$ cat src/rtl/core/utfv_pkg.sv
// ----------------------------------------------------------------------------
// utfv_pkg
// Shared types and constants for the byte-serial UTF-8 validator and counter.
// ----------------------------------------------------------------------------
package utfv_pkg;

    // default width of the saturating character counters
    localparam int COUNT_BITS_DEF = 32;
    // width of the count fields on the result port
    localparam int OUT_BITS = 32;
    // entries in the queue between front and back
    localparam int Q_DEPTH = 2;

    // encoding reported in the summary
    typedef enum logic [2:0] {
        ENC_ASCII = 3'd0,
        ENC_UTF8  = 3'd1,
        ENC_U16LE = 3'd2,
        ENC_U16BE = 3'd3,
        ENC_U32LE = 3'd4,
        ENC_U32BE = 3'd5
    } t_enc;

    // summary status
    typedef enum logic [1:0] {
        ST_OK      = 2'd0,
        ST_INVALID = 2'd1,
        ST_TRUNC   = 2'd2
    } t_status;

    // queue entry operation: check one byte, or close the buffer with no byte
    typedef enum logic {
        OP_CHECK = 1'b0,
        OP_END   = 1'b1
    } t_op;

    // one queue entry from front to back
    typedef struct packed {
        t_op        op;
        logic [7:0] data;
        logic       last;
        logic       mark;
        t_enc       enc;
    } t_qent;

    // front sequencer states
    typedef enum logic [2:0] {
        F_COLLECT,
        F_DECIDE,
        F_REPLAY,
        F_PASS,
        F_SKIP,
        F_FINISH
    } t_fstate;

endpackage

$ cat src/rtl/core/utfv_queue.sv
// ----------------------------------------------------------------------------
// utfv_queue
// Small register queue that decouples the prefix front from the validator.
// ----------------------------------------------------------------------------
module utfv_queue (
    input  logic             i_clk,
    input  logic             i_rst_n,
    input  logic             i_push,
    input  utfv_pkg::t_qent  i_ent,
    output logic             o_full,
    output logic             o_valid,
    output utfv_pkg::t_qent  o_ent,
    input  logic             i_pop
);

    localparam int DEPTH = utfv_pkg::Q_DEPTH;
    localparam int PTR_W = (DEPTH > 1) ? $clog2(DEPTH) : 1;
    localparam int CNT_W = $clog2(DEPTH + 1);
    localparam logic [PTR_W-1:0] PTR_LAST = PTR_W'(DEPTH - 1);
    localparam logic [CNT_W-1:0] CNT_FULL = CNT_W'(DEPTH);

    utfv_pkg::t_qent  r_mem [DEPTH];
    logic [PTR_W-1:0] r_wr;
    logic [PTR_W-1:0] r_rd;
    logic [CNT_W-1:0] r_cnt;
    logic             do_push;
    logic             do_pop;

    // handshake qualifiers
    assign o_full  = (r_cnt == CNT_FULL);
    assign o_valid = (r_cnt != '0);
    assign o_ent   = r_mem[r_rd];
    assign do_push = i_push && !o_full;
    assign do_pop  = i_pop && o_valid;

    // entry storage
    always_ff @(posedge i_clk) begin
        if (do_push) begin
            r_mem[r_wr] <= i_ent;
        end
    end

    // pointers and fill level
    always_ff @(posedge i_clk) begin
        if (!i_rst_n) begin
            r_wr  <= '0;
            r_rd  <= '0;
            r_cnt <= '0;
        end else begin
            if (do_push) begin
                r_wr <= (r_wr == PTR_LAST) ? '0 : r_wr + PTR_W'(1);
            end
            if (do_pop) begin
                r_rd <= (r_rd == PTR_LAST) ? '0 : r_rd + PTR_W'(1);
            end
            if (do_push && !do_pop) begin
                r_cnt <= r_cnt + CNT_W'(1);
            end else if (do_pop && !do_push) begin
                r_cnt <= r_cnt - CNT_W'(1);
            end
        end
    end

endmodule

$ cat src/rtl/core/utfv_front.sv
// ----------------------------------------------------------------------------
// utfv_front
// Accepts raw bytes, holds the first four, detects a byte order mark and
// feeds the validator queue with replayed and passed-through bytes.
// ----------------------------------------------------------------------------
module utfv_front (
    input  logic             i_clk,
    input  logic             i_rst_n,
    input  logic             i_in_valid,
    output logic             o_in_ready,
    input  logic [7:0]       i_data_byte,
    input  logic             i_last_byte,
    output logic             o_push,
    output utfv_pkg::t_qent  o_ent,
    input  logic             i_room
);

    // byte order mark bytes
    localparam logic [7:0] B_EF = 8'hEF;
    localparam logic [7:0] B_BB = 8'hBB;
    localparam logic [7:0] B_BF = 8'hBF;
    localparam logic [7:0] B_FF = 8'hFF;
    localparam logic [7:0] B_FE = 8'hFE;
    localparam logic [7:0] B_00 = 8'h00;

    utfv_pkg::t_fstate r_state, n_state;
    logic [2:0]        r_fill, n_fill;
    logic              r_last, n_last;
    logic              r_mark, n_mark;
    utfv_pkg::t_enc    r_enc, n_enc;
    logic [1:0]        r_idx, n_idx;
    logic [7:0]        r_store [4];

    logic              wr_store;
    logic              go_idle;
    logic              replay_more;
    logic              replay_final;
    logic              dec_mark;
    utfv_pkg::t_enc    dec_enc;
    logic [1:0]        dec_idx;

    // prefix store, written only while collecting
    always_ff @(posedge i_clk) begin
        if (wr_store) begin
            r_store[r_fill[1:0]] <= i_data_byte;
        end
    end

    // mark detection, in priority order
    always_comb begin
        dec_mark = 1'b0;
        dec_enc  = utfv_pkg::ENC_UTF8;
        dec_idx  = 2'd0;
        if (r_fill >= 3'd3 && r_store[0] == B_EF && r_store[1] == B_BB
                && r_store[2] == B_BF) begin
            dec_mark = 1'b1;
            dec_idx  = 2'd3;
        end else if (r_fill == 3'd4 && r_store[0] == B_FF && r_store[1] == B_FE
                && r_store[2] == B_00 && r_store[3] == B_00) begin
            dec_mark = 1'b1;
            dec_enc  = utfv_pkg::ENC_U32LE;
        end else if (r_fill == 3'd4 && r_store[0] == B_00 && r_store[1] == B_00
                && r_store[2] == B_FE && r_store[3] == B_FF) begin
            dec_mark = 1'b1;
            dec_enc  = utfv_pkg::ENC_U32BE;
        end else if (r_fill >= 3'd2 && r_store[0] == B_FF && r_store[1] == B_FE) begin
            dec_mark = 1'b1;
            dec_enc  = utfv_pkg::ENC_U16LE;
        end else if (r_fill >= 3'd2 && r_store[0] == B_FE && r_store[1] == B_FF) begin
            dec_mark = 1'b1;
            dec_enc  = utfv_pkg::ENC_U16BE;
        end
    end

    assign replay_more  = ({1'b0, r_idx} < r_fill);
    assign replay_final = (({1'b0, r_idx} + 3'd1) == r_fill);

    // next state and queue feed
    always_comb begin
        n_state    = r_state;
        n_fill     = r_fill;
        n_last     = r_last;
        n_mark     = r_mark;
        n_enc      = r_enc;
        n_idx      = r_idx;
        o_in_ready = 1'b0;
        o_push     = 1'b0;
        o_ent.op   = utfv_pkg::OP_CHECK;
        o_ent.data = i_data_byte;
        o_ent.last = i_last_byte;
        o_ent.mark = r_mark;
        o_ent.enc  = r_enc;
        wr_store   = 1'b0;
        go_idle    = 1'b0;
        case (r_state)
            utfv_pkg::F_COLLECT: begin
                o_in_ready = 1'b1;
                if (i_in_valid) begin
                    wr_store = 1'b1;
                    n_fill   = r_fill + 3'd1;
                    n_last   = i_last_byte;
                    if (r_fill == 3'd3 || i_last_byte) begin
                        n_state = utfv_pkg::F_DECIDE;
                    end
                end
            end
            utfv_pkg::F_DECIDE: begin
                n_mark = dec_mark;
                n_enc  = dec_enc;
                n_idx  = dec_idx;
                if (dec_enc != utfv_pkg::ENC_UTF8) begin
                    n_state = r_last ? utfv_pkg::F_FINISH : utfv_pkg::F_SKIP;
                end else begin
                    n_state = utfv_pkg::F_REPLAY;
                end
            end
            utfv_pkg::F_REPLAY: begin
                o_push = 1'b1;
                if (replay_more) begin
                    o_ent.data = r_store[r_idx];
                    o_ent.last = r_last && replay_final;
                    if (i_room) begin
                        n_idx = r_idx + 2'd1;
                        if (replay_final) begin
                            if (r_last) begin
                                go_idle = 1'b1;
                            end else begin
                                n_state = utfv_pkg::F_PASS;
                            end
                        end
                    end
                end else begin
                    // mark filled the whole buffer: close it with no byte
                    o_ent.op   = utfv_pkg::OP_END;
                    o_ent.last = 1'b1;
                    go_idle    = i_room;
                end
            end
            utfv_pkg::F_PASS: begin
                o_in_ready = i_room;
                o_push     = i_in_valid;
                go_idle    = i_in_valid && i_room && i_last_byte;
            end
            utfv_pkg::F_SKIP: begin
                // foreign encoding: drop bytes until the buffer ends
                o_in_ready = i_room;
                o_push     = i_in_valid && i_last_byte;
                o_ent.op   = utfv_pkg::OP_END;
                o_ent.last = 1'b1;
                go_idle    = i_in_valid && i_room && i_last_byte;
            end
            utfv_pkg::F_FINISH: begin
                o_push     = 1'b1;
                o_ent.op   = utfv_pkg::OP_END;
                o_ent.last = 1'b1;
                go_idle    = i_room;
            end
            default: begin
                n_state = utfv_pkg::F_COLLECT;
            end
        endcase
        if (go_idle) begin
            n_state = utfv_pkg::F_COLLECT;
            n_fill  = 3'd0;
            n_mark  = 1'b0;
            n_enc   = utfv_pkg::ENC_UTF8;
        end
    end

    // sequencer registers
    always_ff @(posedge i_clk) begin
        if (!i_rst_n) begin
            r_state <= utfv_pkg::F_COLLECT;
            r_fill  <= 3'd0;
            r_last  <= 1'b0;
            r_mark  <= 1'b0;
            r_enc   <= utfv_pkg::ENC_UTF8;
            r_idx   <= 2'd0;
        end else begin
            r_state <= n_state;
            r_fill  <= n_fill;
            r_last  <= n_last;
            r_mark  <= n_mark;
            r_enc   <= n_enc;
            r_idx   <= n_idx;
        end
    end

`ifndef SYNTH
    // an empty replay only happens when the mark ended the buffer
    a_empty_replay_last: assert property (@(posedge i_clk) disable iff (!i_rst_n)
        (r_state == utfv_pkg::F_REPLAY && !replay_more) |-> r_last)
        else $error("empty replay without final byte");

    // the decision sees a full prefix or a short buffer, never nothing
    a_decide_fill: assert property (@(posedge i_clk) disable iff (!i_rst_n)
        (r_state == utfv_pkg::F_DECIDE) |-> (r_fill != 3'd0 && (r_fill == 3'd4 || r_last)))
        else $error("prefix decision on bad fill");
`endif

endmodule

$ cat src/rtl/core/utfv_back.sv
// ----------------------------------------------------------------------------
// utfv_back
// UTF-8 sequence checker with saturating length counters and the summary
// output register.
// ----------------------------------------------------------------------------
module utfv_back #(
    parameter int COUNT_BITS = utfv_pkg::COUNT_BITS_DEF
) (
    input  logic                          i_clk,
    input  logic                          i_rst_n,
    input  logic                          i_q_valid,
    input  utfv_pkg::t_qent               i_q_ent,
    output logic                          o_q_pop,
    output logic                          o_out_valid,
    input  logic                          i_out_ready,
    output logic [1:0]                    o_status,
    output logic [2:0]                    o_encoding_kind,
    output logic                          o_bom_present,
    output logic                          o_null_terminated,
    output logic [utfv_pkg::OUT_BITS-1:0] o_char_count,
    output logic [utfv_pkg::OUT_BITS-1:0] o_one_byte_count,
    output logic [utfv_pkg::OUT_BITS-1:0] o_two_byte_count,
    output logic [utfv_pkg::OUT_BITS-1:0] o_three_byte_count,
    output logic [utfv_pkg::OUT_BITS-1:0] o_four_byte_count
);

    localparam int OB = utfv_pkg::OUT_BITS;
    localparam logic [COUNT_BITS-1:0] CNT_MAX = '1;
    localparam logic [20:0] CP_MAX     = 21'h10FFFF;
    localparam logic [20:0] SURR_LO    = 21'h00D800;
    localparam logic [20:0] SURR_HI    = 21'h00DFFF;
    localparam logic [20:0] MIN_TWO    = 21'h000080;
    localparam logic [20:0] MIN_THREE  = 21'h000800;
    localparam logic [20:0] MIN_FOUR   = 21'h010000;

    // sequence length from a lead byte, zero for a byte that cannot lead
    function automatic logic [2:0] lead_length(input logic [7:0] b);
        logic [2:0] len;
        len = 3'd0;
        if (b[7] == 1'b0) begin
            len = 3'd1;
        end else if (b[7:5] == 3'b110) begin
            len = 3'd2;
        end else if (b[7:4] == 4'b1110) begin
            len = 3'd3;
        end else if (b[7:3] == 5'b11110) begin
            len = 3'd4;
        end
        return len;
    endfunction

    logic [2:0]             r_seq_len, n_seq_len;
    logic [2:0]             r_seq_pos, n_seq_pos;
    logic [20:0]            r_acc, n_acc;
    logic                   r_pend, n_pend;
    utfv_pkg::t_status      r_err, n_err;
    logic                   r_null, n_null;
    logic [COUNT_BITS-1:0]  r_cnt [5];
    logic [COUNT_BITS-1:0]  n_cnt [5];

    // values after this byte, before the end-of-buffer clear
    logic [2:0]             s_seq_len, s_seq_pos;
    logic [20:0]            s_acc;
    logic                   s_pend;
    utfv_pkg::t_status      s_err;
    logic                   s_null;
    logic [COUNT_BITS-1:0]  s_cnt [5];

    logic                   r_ovalid;
    utfv_pkg::t_status      r_status;
    utfv_pkg::t_enc         r_enc;
    logic                   r_bom;
    logic                   r_nul_t;
    logic [OB-1:0]          r_ocnt [5];

    logic                   pop;
    logic                   is_last;
    logic                   foreign;
    logic [2:0]             lead;
    logic [20:0]            code;
    logic [2:0]             pos_inc;
    logic                   bad;
    logic                   do_acc;
    logic [2:0]             acc_len;
    logic [4:0]             inc;
    utfv_pkg::t_status      sum_status;
    utfv_pkg::t_enc         sum_enc;
    logic                   sum_null;

    // the output register frees the queue once the summary is taken
    assign pop     = i_q_valid && (!r_ovalid || i_out_ready);
    assign o_q_pop = pop;
    assign is_last = pop && (i_q_ent.op == utfv_pkg::OP_END || i_q_ent.last);
    assign foreign = (i_q_ent.op == utfv_pkg::OP_END) && (i_q_ent.enc != utfv_pkg::ENC_UTF8);
    assign lead    = lead_length(i_q_ent.data);
    assign code    = {r_acc[14:0], i_q_ent.data[5:0]};
    assign pos_inc = r_seq_pos + 3'd1;

    // sequence checking for one byte
    always_comb begin
        s_seq_len = r_seq_len;
        s_seq_pos = r_seq_pos;
        s_acc     = r_acc;
        s_pend    = r_pend;
        s_err     = r_err;
        s_null    = r_null;
        do_acc    = 1'b0;
        acc_len   = 3'd0;
        bad       = 1'b0;
        if (pop && i_q_ent.op == utfv_pkg::OP_CHECK && r_err == utfv_pkg::ST_OK) begin
            if (r_seq_len == 3'd0) begin
                if (lead == 3'd1) begin
                    if (i_q_ent.data == 8'h00 && i_q_ent.last) begin
                        s_null = 1'b1;
                    end else begin
                        do_acc  = 1'b1;
                        acc_len = 3'd1;
                    end
                end else if (lead == 3'd0) begin
                    s_err = utfv_pkg::ST_INVALID;
                end else if (i_q_ent.last) begin
                    s_err = utfv_pkg::ST_TRUNC;
                end else begin
                    s_seq_len = lead;
                    s_seq_pos = 3'd1;
                    s_pend    = 1'b0;
                    if (lead == 3'd2) begin
                        s_acc = {16'd0, i_q_ent.data[4:0]};
                    end else if (lead == 3'd3) begin
                        s_acc = {17'd0, i_q_ent.data[3:0]};
                    end else begin
                        s_acc = {18'd0, i_q_ent.data[2:0]};
                    end
                end
            end else begin
                s_pend    = r_pend || (i_q_ent.data[7:6] != 2'b10);
                s_acc     = code;
                s_seq_pos = pos_inc;
                if (pos_inc >= r_seq_len) begin
                    bad = s_pend || (code > CP_MAX)
                        || (code inside {[SURR_LO:SURR_HI]})
                        || (r_seq_len == 3'd2 && code < MIN_TWO)
                        || (r_seq_len == 3'd3 && code < MIN_THREE)
                        || (r_seq_len == 3'd4 && code < MIN_FOUR);
                    s_seq_len = 3'd0;
                    s_seq_pos = 3'd0;
                    s_pend    = 1'b0;
                    if (bad) begin
                        s_err = utfv_pkg::ST_INVALID;
                    end else begin
                        do_acc  = 1'b1;
                        acc_len = r_seq_len;
                    end
                end else if (i_q_ent.last) begin
                    s_err = utfv_pkg::ST_TRUNC;
                end
            end
        end
    end

    // saturating counters
    always_comb begin
        inc[0] = do_acc;
        inc[1] = do_acc && (acc_len == 3'd1);
        inc[2] = do_acc && (acc_len == 3'd2);
        inc[3] = do_acc && (acc_len == 3'd3);
        inc[4] = do_acc && (acc_len == 3'd4);
        for (int k = 0; k < 5; k++) begin
            s_cnt[k] = (inc[k] && r_cnt[k] != CNT_MAX) ? r_cnt[k] + COUNT_BITS'(1) : r_cnt[k];
        end
    end

    // summary fields and end-of-buffer clear
    always_comb begin
        sum_status = foreign ? utfv_pkg::ST_OK : s_err;
        if (foreign) begin
            sum_enc = i_q_ent.enc;
        end else if (s_err == utfv_pkg::ST_OK && s_cnt[1] == s_cnt[0]) begin
            sum_enc = utfv_pkg::ENC_ASCII;
        end else begin
            sum_enc = utfv_pkg::ENC_UTF8;
        end
        sum_null  = !foreign && (s_err == utfv_pkg::ST_OK) && s_null;

        n_seq_len = is_last ? 3'd0 : s_seq_len;
        n_seq_pos = is_last ? 3'd0 : s_seq_pos;
        n_acc     = is_last ? 21'd0 : s_acc;
        n_pend    = is_last ? 1'b0 : s_pend;
        n_err     = is_last ? utfv_pkg::ST_OK : s_err;
        n_null    = is_last ? 1'b0 : s_null;
        for (int k = 0; k < 5; k++) begin
            n_cnt[k] = is_last ? '0 : s_cnt[k];
        end
    end

    // checker state
    always_ff @(posedge i_clk) begin
        if (!i_rst_n) begin
            r_seq_len <= 3'd0;
            r_seq_pos <= 3'd0;
            r_acc     <= 21'd0;
            r_pend    <= 1'b0;
            r_err     <= utfv_pkg::ST_OK;
            r_null    <= 1'b0;
            for (int k = 0; k < 5; k++) begin
                r_cnt[k] <= '0;
            end
        end else begin
            r_seq_len <= n_seq_len;
            r_seq_pos <= n_seq_pos;
            r_acc     <= n_acc;
            r_pend    <= n_pend;
            r_err     <= n_err;
            r_null    <= n_null;
            for (int k = 0; k < 5; k++) begin
                r_cnt[k] <= n_cnt[k];
            end
        end
    end

    // output register valid
    always_ff @(posedge i_clk) begin
        if (!i_rst_n) begin
            r_ovalid <= 1'b0;
        end else if (is_last) begin
            r_ovalid <= 1'b1;
        end else if (i_out_ready) begin
            r_ovalid <= 1'b0;
        end
    end

    // output register payload
    always_ff @(posedge i_clk) begin
        if (is_last) begin
            r_status <= sum_status;
            r_enc    <= sum_enc;
            r_bom    <= i_q_ent.mark;
            r_nul_t  <= sum_null;
            for (int k = 0; k < 5; k++) begin
                r_ocnt[k] <= OB'(s_cnt[k]);
            end
        end
    end

    assign o_out_valid        = r_ovalid;
    assign o_status           = r_status;
    assign o_encoding_kind    = r_enc;
    assign o_bom_present      = r_bom;
    assign o_null_terminated  = r_nul_t;
    assign o_char_count       = r_ocnt[0];
    assign o_one_byte_count   = r_ocnt[1];
    assign o_two_byte_count   = r_ocnt[2];
    assign o_three_byte_count = r_ocnt[3];
    assign o_four_byte_count  = r_ocnt[4];

`ifndef SYNTH
    // an open sequence is multi-byte and not yet complete
    a_seq_open: assert property (@(posedge i_clk) disable iff (!i_rst_n)
        (r_seq_len != 3'd0) |-> (r_seq_len >= 3'd2 && r_seq_pos != 3'd0
            && r_seq_pos < r_seq_len))
        else $error("sequence position out of range");

    // the total never falls behind the one-byte count
    a_total_covers: assert property (@(posedge i_clk) disable iff (!i_rst_n)
        r_cnt[0] >= r_cnt[1])
        else $error("character total below one-byte count");

    // a summary leaves the checker clean for the next buffer
    a_clean_after_summary: assert property (@(posedge i_clk) disable iff (!i_rst_n)
        is_last |=> (r_ovalid && r_seq_len == 3'd0 && r_err == utfv_pkg::ST_OK
            && !r_null && r_cnt[0] == '0))
        else $error("state not cleared after summary");
`endif

endmodule

$ cat src/rtl/core/utf8_validate_and_count.sv
// ----------------------------------------------------------------------------
// utf8_validate_and_count
// Byte-serial UTF-8 validator with byte order mark detection and per-length
// character counts; one summary per buffer.
// ----------------------------------------------------------------------------
//  channel  direction  handshake                  payload
//  in       sink       i_in_valid / o_in_ready    i_data_byte, i_last_byte
//  out      source     o_out_valid / i_out_ready  o_status .. o_four_byte_count
//
//  Past the prefix, one byte per cycle flows through the two-entry queue unless
//  the summary stalls. A buffer's first up to four bytes are held, the mark is
//  decided and the held bytes replay one per cycle while the queue has room,
//  with no byte taken meanwhile. The summary is registered on the last pop.
//  Reset (synchronous, active low) returns to the start of a new buffer.
//  A stalled summary blocks the checker, and the queue then backs up input.
// ----------------------------------------------------------------------------
module utf8_validate_and_count #(
    parameter int COUNT_BITS = utfv_pkg::COUNT_BITS_DEF
) (
    input  logic                          i_clk,
    input  logic                          i_rst_n,
    input  logic                          i_in_valid,
    output logic                          o_in_ready,
    input  logic [7:0]                    i_data_byte,
    input  logic                          i_last_byte,
    output logic                          o_out_valid,
    input  logic                          i_out_ready,
    output logic [1:0]                    o_status,
    output logic [2:0]                    o_encoding_kind,
    output logic                          o_bom_present,
    output logic                          o_null_terminated,
    output logic [utfv_pkg::OUT_BITS-1:0] o_char_count,
    output logic [utfv_pkg::OUT_BITS-1:0] o_one_byte_count,
    output logic [utfv_pkg::OUT_BITS-1:0] o_two_byte_count,
    output logic [utfv_pkg::OUT_BITS-1:0] o_three_byte_count,
    output logic [utfv_pkg::OUT_BITS-1:0] o_four_byte_count
);

    logic            push;
    utfv_pkg::t_qent push_ent;
    logic            q_full;
    logic            q_valid;
    utfv_pkg::t_qent q_ent;
    logic            q_pop;

    // prefix handling and byte routing
    utfv_front u_front (
        .i_clk       (i_clk),
        .i_rst_n     (i_rst_n),
        .i_in_valid  (i_in_valid),
        .o_in_ready  (o_in_ready),
        .i_data_byte (i_data_byte),
        .i_last_byte (i_last_byte),
        .o_push      (push),
        .o_ent       (push_ent),
        .i_room      (!q_full)
    );

    // decoupling queue
    utfv_queue u_queue (
        .i_clk   (i_clk),
        .i_rst_n (i_rst_n),
        .i_push  (push),
        .i_ent   (push_ent),
        .o_full  (q_full),
        .o_valid (q_valid),
        .o_ent   (q_ent),
        .i_pop   (q_pop)
    );

    // sequence checker, counters and summary register
    utfv_back #(
        .COUNT_BITS (COUNT_BITS)
    ) u_back (
        .i_clk              (i_clk),
        .i_rst_n            (i_rst_n),
        .i_q_valid          (q_valid),
        .i_q_ent            (q_ent),
        .o_q_pop            (q_pop),
        .o_out_valid        (o_out_valid),
        .i_out_ready        (i_out_ready),
        .o_status           (o_status),
        .o_encoding_kind    (o_encoding_kind),
        .o_bom_present      (o_bom_present),
        .o_null_terminated  (o_null_terminated),
        .o_char_count       (o_char_count),
        .o_one_byte_count   (o_one_byte_count),
        .o_two_byte_count   (o_two_byte_count),
        .o_three_byte_count (o_three_byte_count),
        .o_four_byte_count  (o_four_byte_count)
    );

endmodule

$ cat config.mk
export PLATFORM = sky130hd
export DESIGN_NAME = utf8_validate_and_count
export DESIGN_NICKNAME = d
export VERILOG_FILES = /design/src/rtl/core/utfv_pkg.sv /design/src/rtl/core/utfv_queue.sv /design/src/rtl/core/utfv_front.sv /design/src/rtl/core/utfv_back.sv /design/src/rtl/core/utf8_validate_and_count.sv
export SDC_FILE = /design/constraint.sdc
export NUM_CORES = 1
export LEC_CHECK = 0
export BUFFER_PORTS_ARGS = -buffer_cell sky130_fd_sc_hd__buf_2
export CAP_MARGIN = 20
export CELL_PAD_IN_SITES_DETAIL_PLACEMENT = 0
export CELL_PAD_IN_SITES_GLOBAL_PLACEMENT = 1
export CORE_UTILIZATION = 25
export CTS_BUF_LIST = sky130_fd_sc_hd__clkbuf_4
export DETAILED_ROUTE_END_ITERATION = 8
export HOLD_SLACK_MARGIN = 0.12
export PLACE_DENSITY_LB_ADDON = 0.1
export SLEW_MARGIN = 20
export SYNTH_ARGS = -nofsm -noshare
export SYNTH_HDL_FRONTEND = slang
export SYNTH_SLANG_ARGS = --single-unit
$ cat constraint.sdc
create_clock -name i_clk -period 4.6 [get_ports i_clk]
set_input_delay 0.23 -clock i_clk [delete_from_list [all_inputs] [get_ports i_clk]]
set_output_delay 0.23 -clock i_clk [all_outputs]
set_load 0.02 [all_outputs]
==> results of run 1 <==
[stage by stage]
stage | power (uW) | util, % | hold slack, ns
floorplan | 6952 | - | 0.3289
global placement | 8085 | 28.57 | 0.4406
detailed placement | 8097 | 28.58 | 0.4502
global route | 12290 | 31.13 | 0.2127
CTS | 11870 | 31.13 | 0.1682
finish | 11560 | 31.13 | 0.3212
[cells in the mapped netlist (all sizes together), types with 7 or more instances]
cell type  instances  area (sq um)
ha                18         225.2
clkbuf            32         120.1
nand3             72         360.4
nor2b            123         769.5
o21ai             27         146.4
dfxtp            206          4124
and2              15         93.84
nor4              32         219.0
xor2              79         691.9
nand2b             8         50.05
and3              26         162.7
nand2            103         386.6
a22oi             10         75.07
a211oi             7         52.55
nand4             48         315.3
nor2             148         555.5
inv               78         292.8
edfxtp           227          6817
buf                8         45.04
mux2i             12         120.1
nor3              44         241.5
mux2              14         157.7
and4              17         148.9
or3               18         117.6
xnor2             99         867.1
mux4               8         180.2
a21oi             26         141.4
[flip-flops by register name, indices dropped and copies added, names as in the netlist, named ones only]
register	flops
u_back.r_ocnt	160
u_back.r_null	1
u_back.r_cnt	160
u_front.r_fill	3
u_front.r_enc	3
u_back.o_encoding_kind	3
u_back.o_out_valid	1
u_front.r_store	32
u_front.r_idx	2
u_queue.r_rd	1
u_back.r_acc	15
u_back.r_seq_pos	3
u_back.o_null_terminated	1
u_queue.r_wr	1
u_front.r_mark	1
u_back.o_status	2
u_back.r_pend	1
u_back.o_bom_present	1
u_queue.r_mem	28
u_back.r_seq_len	3
u_queue.r_cnt	2
u_front.r_last	1
u_front.r_state	3
u_back.r_err	2
[per-layer routing]
layer,track usage (%),vias up,part of all wire [%]
li1,-,6329,-
met1,17.83,6219,47
met2,21.33,277,46
met3,3.094,85,4.7
met4,5.278,0,2.3
met5,0,-,0
[final cells by class]
class	count	area (sq um)	area share, %
Multi-Input combinational cell	1029	6895	30.82
Sequential cell	433	10940	48.91
Clock inverter	40	214.0	0.9564
Timing Repair Buffer	240	1444	6.454
Inverter	78	296.5	1.326
Antenna cell	1	2.502	0.01119
Tap cell	950	1189	5.313
Clock buffer	185	1389	6.208
[worst max-delay path, cell delays in order (launching register included)]
cell and delay [ns]:
dfxtp_1 0.32, or4_4 0.60, a2111oi_4 0.71, or3_1 0.37
nand4_4 0.25, o21ai_0 0.46, nand4_1 0.26, a2111oi_2 0.40
nand4_1 0.15, nor4_2 0.21, a21oi_1 0.11
[power by group through the flow]
stage	sequential (uW)	combinational, uW	clock, uW
after floorplan	5850	1100	0
after global placement	5310	2780	0
after detailed placement	5300	2790	0
after CTS	5230	2820	3820
after global routing	5280	2970	4030
final	5200	2730	3630
[cell families (layout without fill, tap and decap cells)]
family | Yosys count | count (layout) | share of synthesized area [%]
xor gates and xnor gates | 186 | 186 | 9.536
buffers and inverters | 118 | 543 | 2.505
and+or+nand+nor | 680 | 680 | 19.99
DFF | 433 | 433 | 59.86
adders and majority gates | 18 | 18 | 1.232
other | 0 | 1 | 0
AOI/OAI and AO/OA | 111 | 111 | 4.374
muxes | 34 | 34 | 2.505
[cells in the final DEF, fill, tap and decap left out, types with 17 or more instances in the layout]
master | netlist | routed
a21oi_1 | 25 | 25
nand3_1 | 72 | 72
xor2_1 | 79 | 79
nor4_1 | 29 | 28
or3_1 | 17 | 17
ha_1 | 18 | 18
edfxtp_1 | 227 | 227
buf_2 | 3 | 181
nor2_1 | 148 | 147
nor2b_1 | 123 | 123
xnor2_1 | 99 | 99
dfxtp_1 | 206 | 206
clkinv_1 | 0 | 31
clkbuf_4 | 0 | 185
nand2_1 | 103 | 102
and4_1 | 17 | 17
nand4_1 | 47 | 47
and3_1 | 26 | 26
nor3_1 | 41 | 41
inv_1 | 78 | 77
buf_4 | 3 | 33
dlygate4sd3_1 | 0 | 23
o21ai_0 | 26 | 26
[worst max path at each step]
stage,start,slack [ns],end
detailed placement,u_back.r_seq_len[0],0.48,u_back.o_encoding_kind[0]
global placement,u_back.r_seq_len[0],0.39,u_back.o_encoding_kind[0]
global route,u_back.r_seq_len[0],0.13,u_back.o_encoding_kind[0]
finish,u_back.r_acc[10],0.51,u_back.o_encoding_kind[0]
floorplan,flip-flop,0.35,u_back.o_bom_present
CTS,u_back.r_seq_pos[0],0.49,u_back.o_encoding_kind[0]
==> results.sh, run 1 <==
export IMPL_slew_headroom_pct=33.44
export IMPL_worstPathRequired_ns=5.16
export IMPL_synth_enable_flop_cells=227
export IMPL_whs_path_depth=3
export IMPL_p_switching_uw=3939
export IMPL_clock_tree_buffer_depth=3
export IMPL_clk_pin_slew_ns=0.06
export IMPL_fin_ws_ns=0.5139
export IMPL_rows=98
export IMPL_p_seq_share_pct=45.0
export IMPL_place_area_sq_um=20530
export IMPL_finalNonFillerCells=2956
export IMPL_rr_startpoint="u_back.r_acc[10]"
export IMPL_critical_path_class="reg -> reg"
export IMPL_power_leakage_uw=0.008649
export IMPL_grt_max_degree=105
export IMPL_syn_area_sq_um=18280
export IMPL_cts_sinks=433
export IMPL_yosys_warnings=0
export IMPL_layout_drive_gt1_share_pct=22.89
export IMPL_holdCritPathClass="in -> reg"
export IMPL_skew_ns=0.05437
export IMPL_stdcell_area_sq_um=22370
export IMPL_power_frac_clock_pct=31.4
export IMPL_preCtsSetupSlack_ns=0.4849
export IMPL_postCtsSetupRepairBufs=0
export IMPL_totalWireLength_microns=49880
export IMPL_drc=0
export IMPL_cts_resized=0
export IMPL_nFillCells=7535
export IMPL_viasPerCell=4.367
export IMPL_p_per_area_nw_per_um2=516.7
export IMPL_min_to="u_queue.r_mem[0][8]"
export IMPL_io_pins=182
export IMPL_reg2reg_to="u_back.o_encoding_kind[0]"
export IMPL_wire_per_inst_microns=16.87
export IMPL_hp_start="i_data_byte[3]"
export IMPL_area_delta_synth_final_pct=22.39
export IMPL_status="finished, final reports clean"
export IMPL_die_h_microns=272.4
export IMPL_synth_seq_cells=433
export IMPL_endpoint_kind="flip-flop"
export IMPL_hpwl_microns=35080
export IMPL_synth_ff_type="edfxtp_1"
export IMPL_h_tree_depth=3
export IMPL_arrival_ns=4.65
export IMPL_gp_congestion=0.7932
export IMPL_maxSlewViolCount=0
export IMPL_fin_setup_tns_ns=0
export IMPL_ys_seq_area_share_pct=59.86
export IMPL_post_route_min_period_ns=4.086
export IMPL_rr_worst_depth=10
export IMPL_syn_avg_cell_area_sq_um=11.57
export IMPL_dr_pass1_iters=4
export IMPL_drt_antenna_violating_nets=0
export IMPL_dp_cells=2707
export IMPL_cts_root_buf="clkbuf_4"
export IMPL_synthCells=1580
export IMPL_cts_tree="built"
export IMPL_synth_cell_types=74
export IMPL_hold_viol=0
export IMPL_dr_total_vias=12910
export IMPL_numPortBuffers=181
export IMPL_fp_dieW_microns=272.4
export IMPL_rsz0062_at_grt="false"
export IMPL_critPathMaxFanout=9
export IMPL_postSynthNetCount=1611
export IMPL_first_iter_violations=623
export IMPL_worstMarginPinSlew_ns=0.9985
export IMPL_timing_fmax_ghz=0.2447
export IMPL_async_flop_share_pct=0
export IMPL_rrSetupSlack_ns=0.51
export IMPL_numCtsBuffers=121
export IMPL_nets=1934
export IMPL_coreArea_sq_um=71850
export IMPL_setup_viol=0
export IMPL_min_period_over_period_pct=88.83
export IMPL_startpoint_type="flip-flop"
export IMPL_overflow=0
export IMPL_die_area_sq_um=74200
export IMPL_antenna_found_initial=1
export IMPL_initial_utilization_pct=25.44
export IMPL_insertion_delay_ns=0.86
export IMPL_p_int_uw=7619
export IMPL_drv_cap=0
export IMPL_combPwrFrac_pct=23.6
export IMPL_cts_hold_buffers=23
export IMPL_first_global_vias=13300
export IMPL_ir_worst_vdd_v=0.0002820
export IMPL_grt_usage_pct=13.51
export IMPL_p_sw_share_pct=34.08
export IMPL_grt_pass1_wl_microns=77630
No activity file was read; power rests on OpenSTA's default activity.
==> run 2: changes to the inputs <==
- CORE_UTILIZATION: 25 -> 53
- clock period: 4.6 -> 4.7 ns (I/O delays scaled with it)
==> run 2 against run 1 <==
- sequential share of layout area up 2.3 points
- core utilization is 32 points higher
- non-clock buffer count fell by 26
- final cell count fell by 19%
- register-to-register slack barely moved
- design area down 4.5%
- die area down 53%
- flip-flop and latch count stayed put
- sequential power fell by 2%
- fmax decreased by 2.5%
- power decreased by 7.0%
- critical endpoint unchanged
==> results.sh, run 2 (synthesis gave the netlist of run 1 again) <==
export IMPL_antenna_found_initial=1
export IMPL_arrival_ns=4.71
export IMPL_post_route_min_period_ns=4.189
export IMPL_grt_usage_pct=22.55
export IMPL_rows=67
export IMPL_die_area_sq_um=35230
export IMPL_viasPerCell=5.296
export IMPL_critical_path_class="reg -> reg"
export IMPL_rsz0062_at_grt="false"
export IMPL_final_cell_mix="edfxtp_1 (227), dfxtp_1 (206), buf_2 (181), clkbuf_4 (163), nor2_1 (146)"
export IMPL_dr_pass1_iters=5
export IMPL_area_delta_synth_final_pct=16.94
export IMPL_io_pins=182
export IMPL_dr_total_vias=12760
export IMPL_stdcell_area_sq_um=21370
export IMPL_maxSlewViolCount=0
export IMPL_drv_cap=0
export IMPL_postCtsSetupRepairBufs=0
export IMPL_initial_utilization_pct=54.24
export IMPL_setup_viol=0
export IMPL_h_tree_depth=3
export IMPL_wire_per_inst_microns=16.32
export IMPL_overflow=0
export IMPL_holdCritPathClass="in -> reg"
export IMPL_slew_headroom_pct=38.24
export IMPL_layout_drive_gt1_share_pct=21.79
export IMPL_fin_util_pct=63.43
export IMPL_die_h_microns=187.7
export IMPL_gp_congestion=0.8367
export IMPL_hpwl_microns=26860
export IMPL_hold_viol=0
export IMPL_numCtsBuffers=108
export IMPL_clock_tree_buffer_depth=3
export IMPL_worstPathRequired_ns=5.22
export IMPL_insertion_delay_ns=0.79
export IMPL_fp_dieW_microns=187.7
export IMPL_startpoint_type="flip-flop"
export IMPL_drt_antenna_violating_nets=0
export IMPL_power_leakage_uw=0.008457
export IMPL_endpoint_kind="flip-flop"
export IMPL_p_per_area_nw_per_um2=503.1
export IMPL_numPortBuffers=181
export IMPL_fin_setup_tns_ns=0
export IMPL_status="finished, final reports clean"
export IMPL_mostFrequentLayoutCell="edfxtp_1"
export IMPL_first_global_vias=12460
export IMPL_totalWireLength_microns=39320
export IMPL_cts_root_buf="clkbuf_4"
export IMPL_cts_sinks=433
export IMPL_timing_fmax_ghz=0.2387
export IMPL_grt_pass1_wl_microns=63590
export IMPL_worstMarginPinSlew_ns=0.9147
export IMPL_skew_ns=0.04035
export IMPL_min_period_over_period_pct=89.13
export IMPL_nets=1895
export IMPL_ir_worst_vdd_v=0.0003334
export IMPL_coreArea_sq_um=33700
export IMPL_critPathMaxFanout=14
export IMPL_drc=0
export IMPL_place_area_sq_um=19730
export IMPL_cts_tree="built"
export IMPL_grt_max_degree=152
export IMPL_clk_pin_slew_ns=0.07
export IMPL_first_iter_violations=692
run 2: final timing paths:
path / start / end / slack, ns / cells after the start
worst min register to register: u_front.r_mark / u_queue.r_mem[0][3] / 0.47 / 0
worst max-delay path: flip-flop / u_back.o_encoding_kind[0] / 0.51 / 12
worst min-delay path: i_data_byte[5] / u_front.r_store[0][5] / 0.23 / 2
worst max register to register: flip-flop / u_back.o_encoding_kind[0] / 0.51 / 12
run 2: layout make-up:
| class | count | area, sq um |
|---|---|---|
| repair buffers | 214 | 1224 |
| clock inverters | 43 | 234.0 |
| well taps | 448 | 560.5 |
| multi-input cells | 1029 | 6892 |
| diodes | 1 | 2.502 |
| fillers | 2750 | 12330 |
| clock buffers | 163 | 1224 |
| flip-flops and latches | 433 | 10940 |
| inverters | 78 | 297.8 |
run 2: through the flow:
step	worst slack, ns	power [uW]	instances	hold slack (ns)
floorplan	0.03259	6838	1580	0.3339
global placement	0.6578	7605	2184	0.4446
detailed placement	0.5437	7645	2184	0.4506
CTS	0.5672	10910	2408	0.1226
global route	0.1230	11340	2409	0.1613
finish	0.5109	10750	2409	0.2330
run 2: critical path: stages (launching register included):
cell and delay (ns):
dfxtp_1 0.58, buf_4 0.29, mux2i_1 0.36, a21oi_1 0.16, or3_1 0.40, nor2_1 0.38, nand3_1 0.36, or3_1 0.47
xor2_1 0.28, xor2_1 0.18, nand4_1 0.16, nor4_1 0.22, a21oi_1 0.10
run 2: repair_timing:
item,CTS,global route
hold endpoints to repair,100,0
hold buffers,18,0
gates resized for setup,0,0
run 2: power breakdown:
group          total [uW]  switching (uW)  internal (uW)
combinational        2470            1770            703
sequential           5080             281           4800
clock                3200            1490           1710
run 2: routing by layer:
| layer | global-route usage [%] | wire [microns] |
|---|---|---|
| met3 | 5.016 | 1937 |
| met1 | 29.56 | 17780 |
| met4 | 9.225 | 1071 |
| met2 | 36.28 | 18540 |
| met5 | 0 | 0 |
==> run 3: changes to the inputs <==
- ABC_AREA: not set -> 1
- CORE_MARGIN: not set -> 2
- CORE_UTILIZATION: 53 -> 50
==> run 3 against run 2 <==
- flip-flop and latch count unchanged
- hold slack got worse by 0.031 ns
- non-clock buffer count increased by 2
- final cell count increased by 47%
- critical path depth increased by 9
- design area increased by 15%
- power increased by 31%
- core utilization decreased by 4.8 points
- largest cell class unchanged
==> results.sh, run 3 <==
export IMPL_status="finished, final reports clean"
export IMPL_dr_total_vias=18370
export IMPL_stdcell_area_sq_um=24630
export IMPL_p_per_area_nw_per_um2=571.9
export IMPL_gp_congestion=0.9369
export IMPL_fp_dieW_microns=210.7
export IMPL_async_flop_share_pct=0
export IMPL_grt_pass1_wl_microns=92870
export IMPL_reg2reg_to="u_back.o_encoding_kind[0]"
export IMPL_drt_antenna_violating_nets=0
export IMPL_ir_worst_vdd_v=0.0005331
export IMPL_die_h_microns=210.7
export IMPL_arrival_ns=4.42
export IMPL_holdCritPathClass="in -> reg"
export IMPL_initial_utilization_pct=50.82
export IMPL_cts_resized=0
export IMPL_final_cell_mix="nand2_1 (640), inv_1 (380), nor2_1 (327), edfxtp_1 (227), dfxtp_1 (205)"
export IMPL_post_route_min_period_ns=3.844
export IMPL_overflow=0
export IMPL_clk_pin_slew_ns=0.07
export IMPL_hold_viol=0
export IMPL_viasPerCell=5.175
export IMPL_maxSlewViolCount=0
export IMPL_coreArea_sq_um=42040
export IMPL_min_to="u_front.r_store[3][1]"
export IMPL_whs_path_depth=2
export IMPL_worstMarginPinSlew_ns=1.165
export IMPL_drc=0
export IMPL_totalWireLength_microns=58840
export IMPL_clock_tree_buffer_depth=3
export IMPL_area_delta_synth_final_pct=15.31
export IMPL_yosys_area_top_type_share_pct=31.91
export IMPL_synth_enable_flop_cells=227
export IMPL_synth_seq_cells=433
export IMPL_rrSetupSlack_ns=0.86
export IMPL_numPortBuffers=181
export IMPL_syn_area_sq_um=21360
export IMPL_critPathMaxFanout=32
export IMPL_grt_usage_pct=26.63
export IMPL_postSynthNetCount=2667
export IMPL_mostFrequentLayoutCell="nand2_1"
export IMPL_finalNonFillerCells=3549
export IMPL_rows=75
export IMPL_critical_path_class="reg -> reg"
export IMPL_insertion_delay_ns=0.87
export IMPL_nets=2947
export IMPL_dr_pass1_iters=5
export IMPL_die_area_sq_um=44390
export IMPL_rr_worst_depth=21
export IMPL_yosys_warnings=0
export IMPL_synth_cell_types=59
export IMPL_h_tree_depth=3
export IMPL_synth_ff_type="edfxtp_1"
export IMPL_dp_cells=3320
export IMPL_grt_max_degree=169
export IMPL_numCtsBuffers=113
export IMPL_synth_common_cells="nand2_1 (641), inv_1 (381), nor2_1 (328), edfxtp_1 (227), dfxtp_1 (206)"
export IMPL_worstPathRequired_ns=5.28
export IMPL_io_pins=182
export IMPL_startpoint_type="flip-flop"
export IMPL_skew_ns=0.06413
export IMPL_hpwl_microns=43750
export IMPL_yosysMostFrequentCell="nand2_1"
export IMPL_synthCells=2636
export IMPL_cts_root_buf="clkbuf_4"
export IMPL_slew_headroom_pct=22.34
export IMPL_synthTopCellsByArea="edfxtp_1 (32%), dfxtp_1 (19%), nand2_1 (11%)"
export IMPL_setup_viol=0
export IMPL_rr_startpoint="u_back.r_seq_pos[0]"
export IMPL_place_area_sq_um=22920
export IMPL_hp_start="i_data_byte[1]"
export IMPL_drv_cap=0
export IMPL_min_period_over_period_pct=81.78
export IMPL_wire_per_inst_microns=16.58
export IMPL_holdWs_ns=0.2024
export IMPL_rsz0062_at_grt="false"
export IMPL_first_global_vias=17810
export IMPL_cts_sinks=433
export IMPL_layout_drive_gt1_share_pct=15.29
export IMPL_ys_seq_area_share_pct=51.21
export IMPL_synth_largest_area_cell="edfxtp_1"
export IMPL_endpoint_kind="flip-flop"
export IMPL_first_iter_violations=1260
export IMPL_cts_tree="built"
export IMPL_power_leakage_uw=0.01048
export IMPL_antenna_found_initial=2
export IMPL_syn_avg_cell_area_sq_um=8.104
export IMPL_timing_fmax_ghz=0.2602
[run 3: cell count changes after synthesis, sizes merged, moves of 78 or more]
cell and change:
inv +315, a21oi +97, nor2b -123, nor2 +195, xnor2 -78, nand3 +80, nand2 +546
[run 3: metal layers]
layer / wire [microns] / global-route usage [%]
met5: 0 / 0
met4: 1610 / 9.058
met3: 2939 / 4.773
met2: 28500 / 45.58
met1: 25790 / 34.05
[run 3: critical path, cell delays in order (launching register included)]
cell      delay [ns]
dfxtp_1         0.34
ha_1            0.21
xnor2_1         0.13
inv_1           0.07
ha_1            0.31
nand3b_1        0.08
nand3_1         0.19
nand4_4         0.17
nand2_4         0.16
nand3_4         0.12
nor2_8          0.28
nand2_4         0.31
inv_2           0.22
nand2_1         0.10
nand3_1         0.15
nand2_1         0.07
nor2_1          0.19
nand2_1         0.08
nor2_1          0.10
nand2_1         0.10
nor2_1          0.13
nor2_1          0.05
[run 3: what timing repair did]
| item | CTS | global route |
|---|---|---|
| endpoints found under the hold margin | 77 | 0 |
| setup buffers | 0 | 0 |
| setup endpoints to repair | 0 | 0 |
| hold buffers | 20 | 0 |
[run 3: final cells by class]
| class | count | area, sq um |
|---|---|---|
| Tap cell | 539 | 674.4 |
| Antenna cell | 2 | 5.005 |
| Inverter | 397 | 1499 |
| Timing Repair Buffer | 216 | 1231 |
| Sequential cell | 433 | 10940 |
| Clock buffer | 172 | 1291 |
| Multi-Input combinational cell | 1755 | 8770 |
| Fill cell | 3944 | 17410 |
| Clock inverter | 35 | 221.5 |
[run 3: worst max-delay path by stage]
stage	from	endpoint
2_1_floorplan	flip-flop	u_back.r_cnt[0][6]
3_3_place_gp	u_back.r_seq_pos[0]	u_back.o_encoding_kind[0]
3_5_place_dp	u_back.r_seq_pos[0]	u_back.o_encoding_kind[0]
4_1_cts	u_back.r_seq_pos[0]	u_back.o_encoding_kind[0]
5_1_grt	u_back.r_seq_pos[0]	u_back.o_encoding_kind[0]
6_report	u_back.r_seq_pos[0]	u_back.o_encoding_kind[0]
[run 3: where the power goes]
part | internal, uW | switching [uW] | leakage [uW]
registers | 5260 | 497 | 0.00384
logic | 1310 | 3600 | 0.00574
clock network | 1830 | 1590 | 0.000908
[run 3: cells by family after synthesis]
group,count (synthesis),synth area share [%]
AOI/OAI and AO/OA,231,5.898
xor gates and xnor gates,129,5.324
adders and majority gates,18,1.054
buffers and inverters,448,8.112
DFF,433,51.21
muxes,2,0.09371
and+or+nand+nor,1375,28.31
[run 3: stage by stage]
stage	utilization, %	worst slack, ns	power, uW	setup TNS, ns
detailed placement	54.51	0.8849	10720	0
finish	58.60	0.8563	14090	0
CTS	58.58	0.8577	14200	0
floorplan	-	-0.1777	9114	-26.47
global route	58.60	0.4556	14960	0
global placement	54.50	0.9718	10680	0
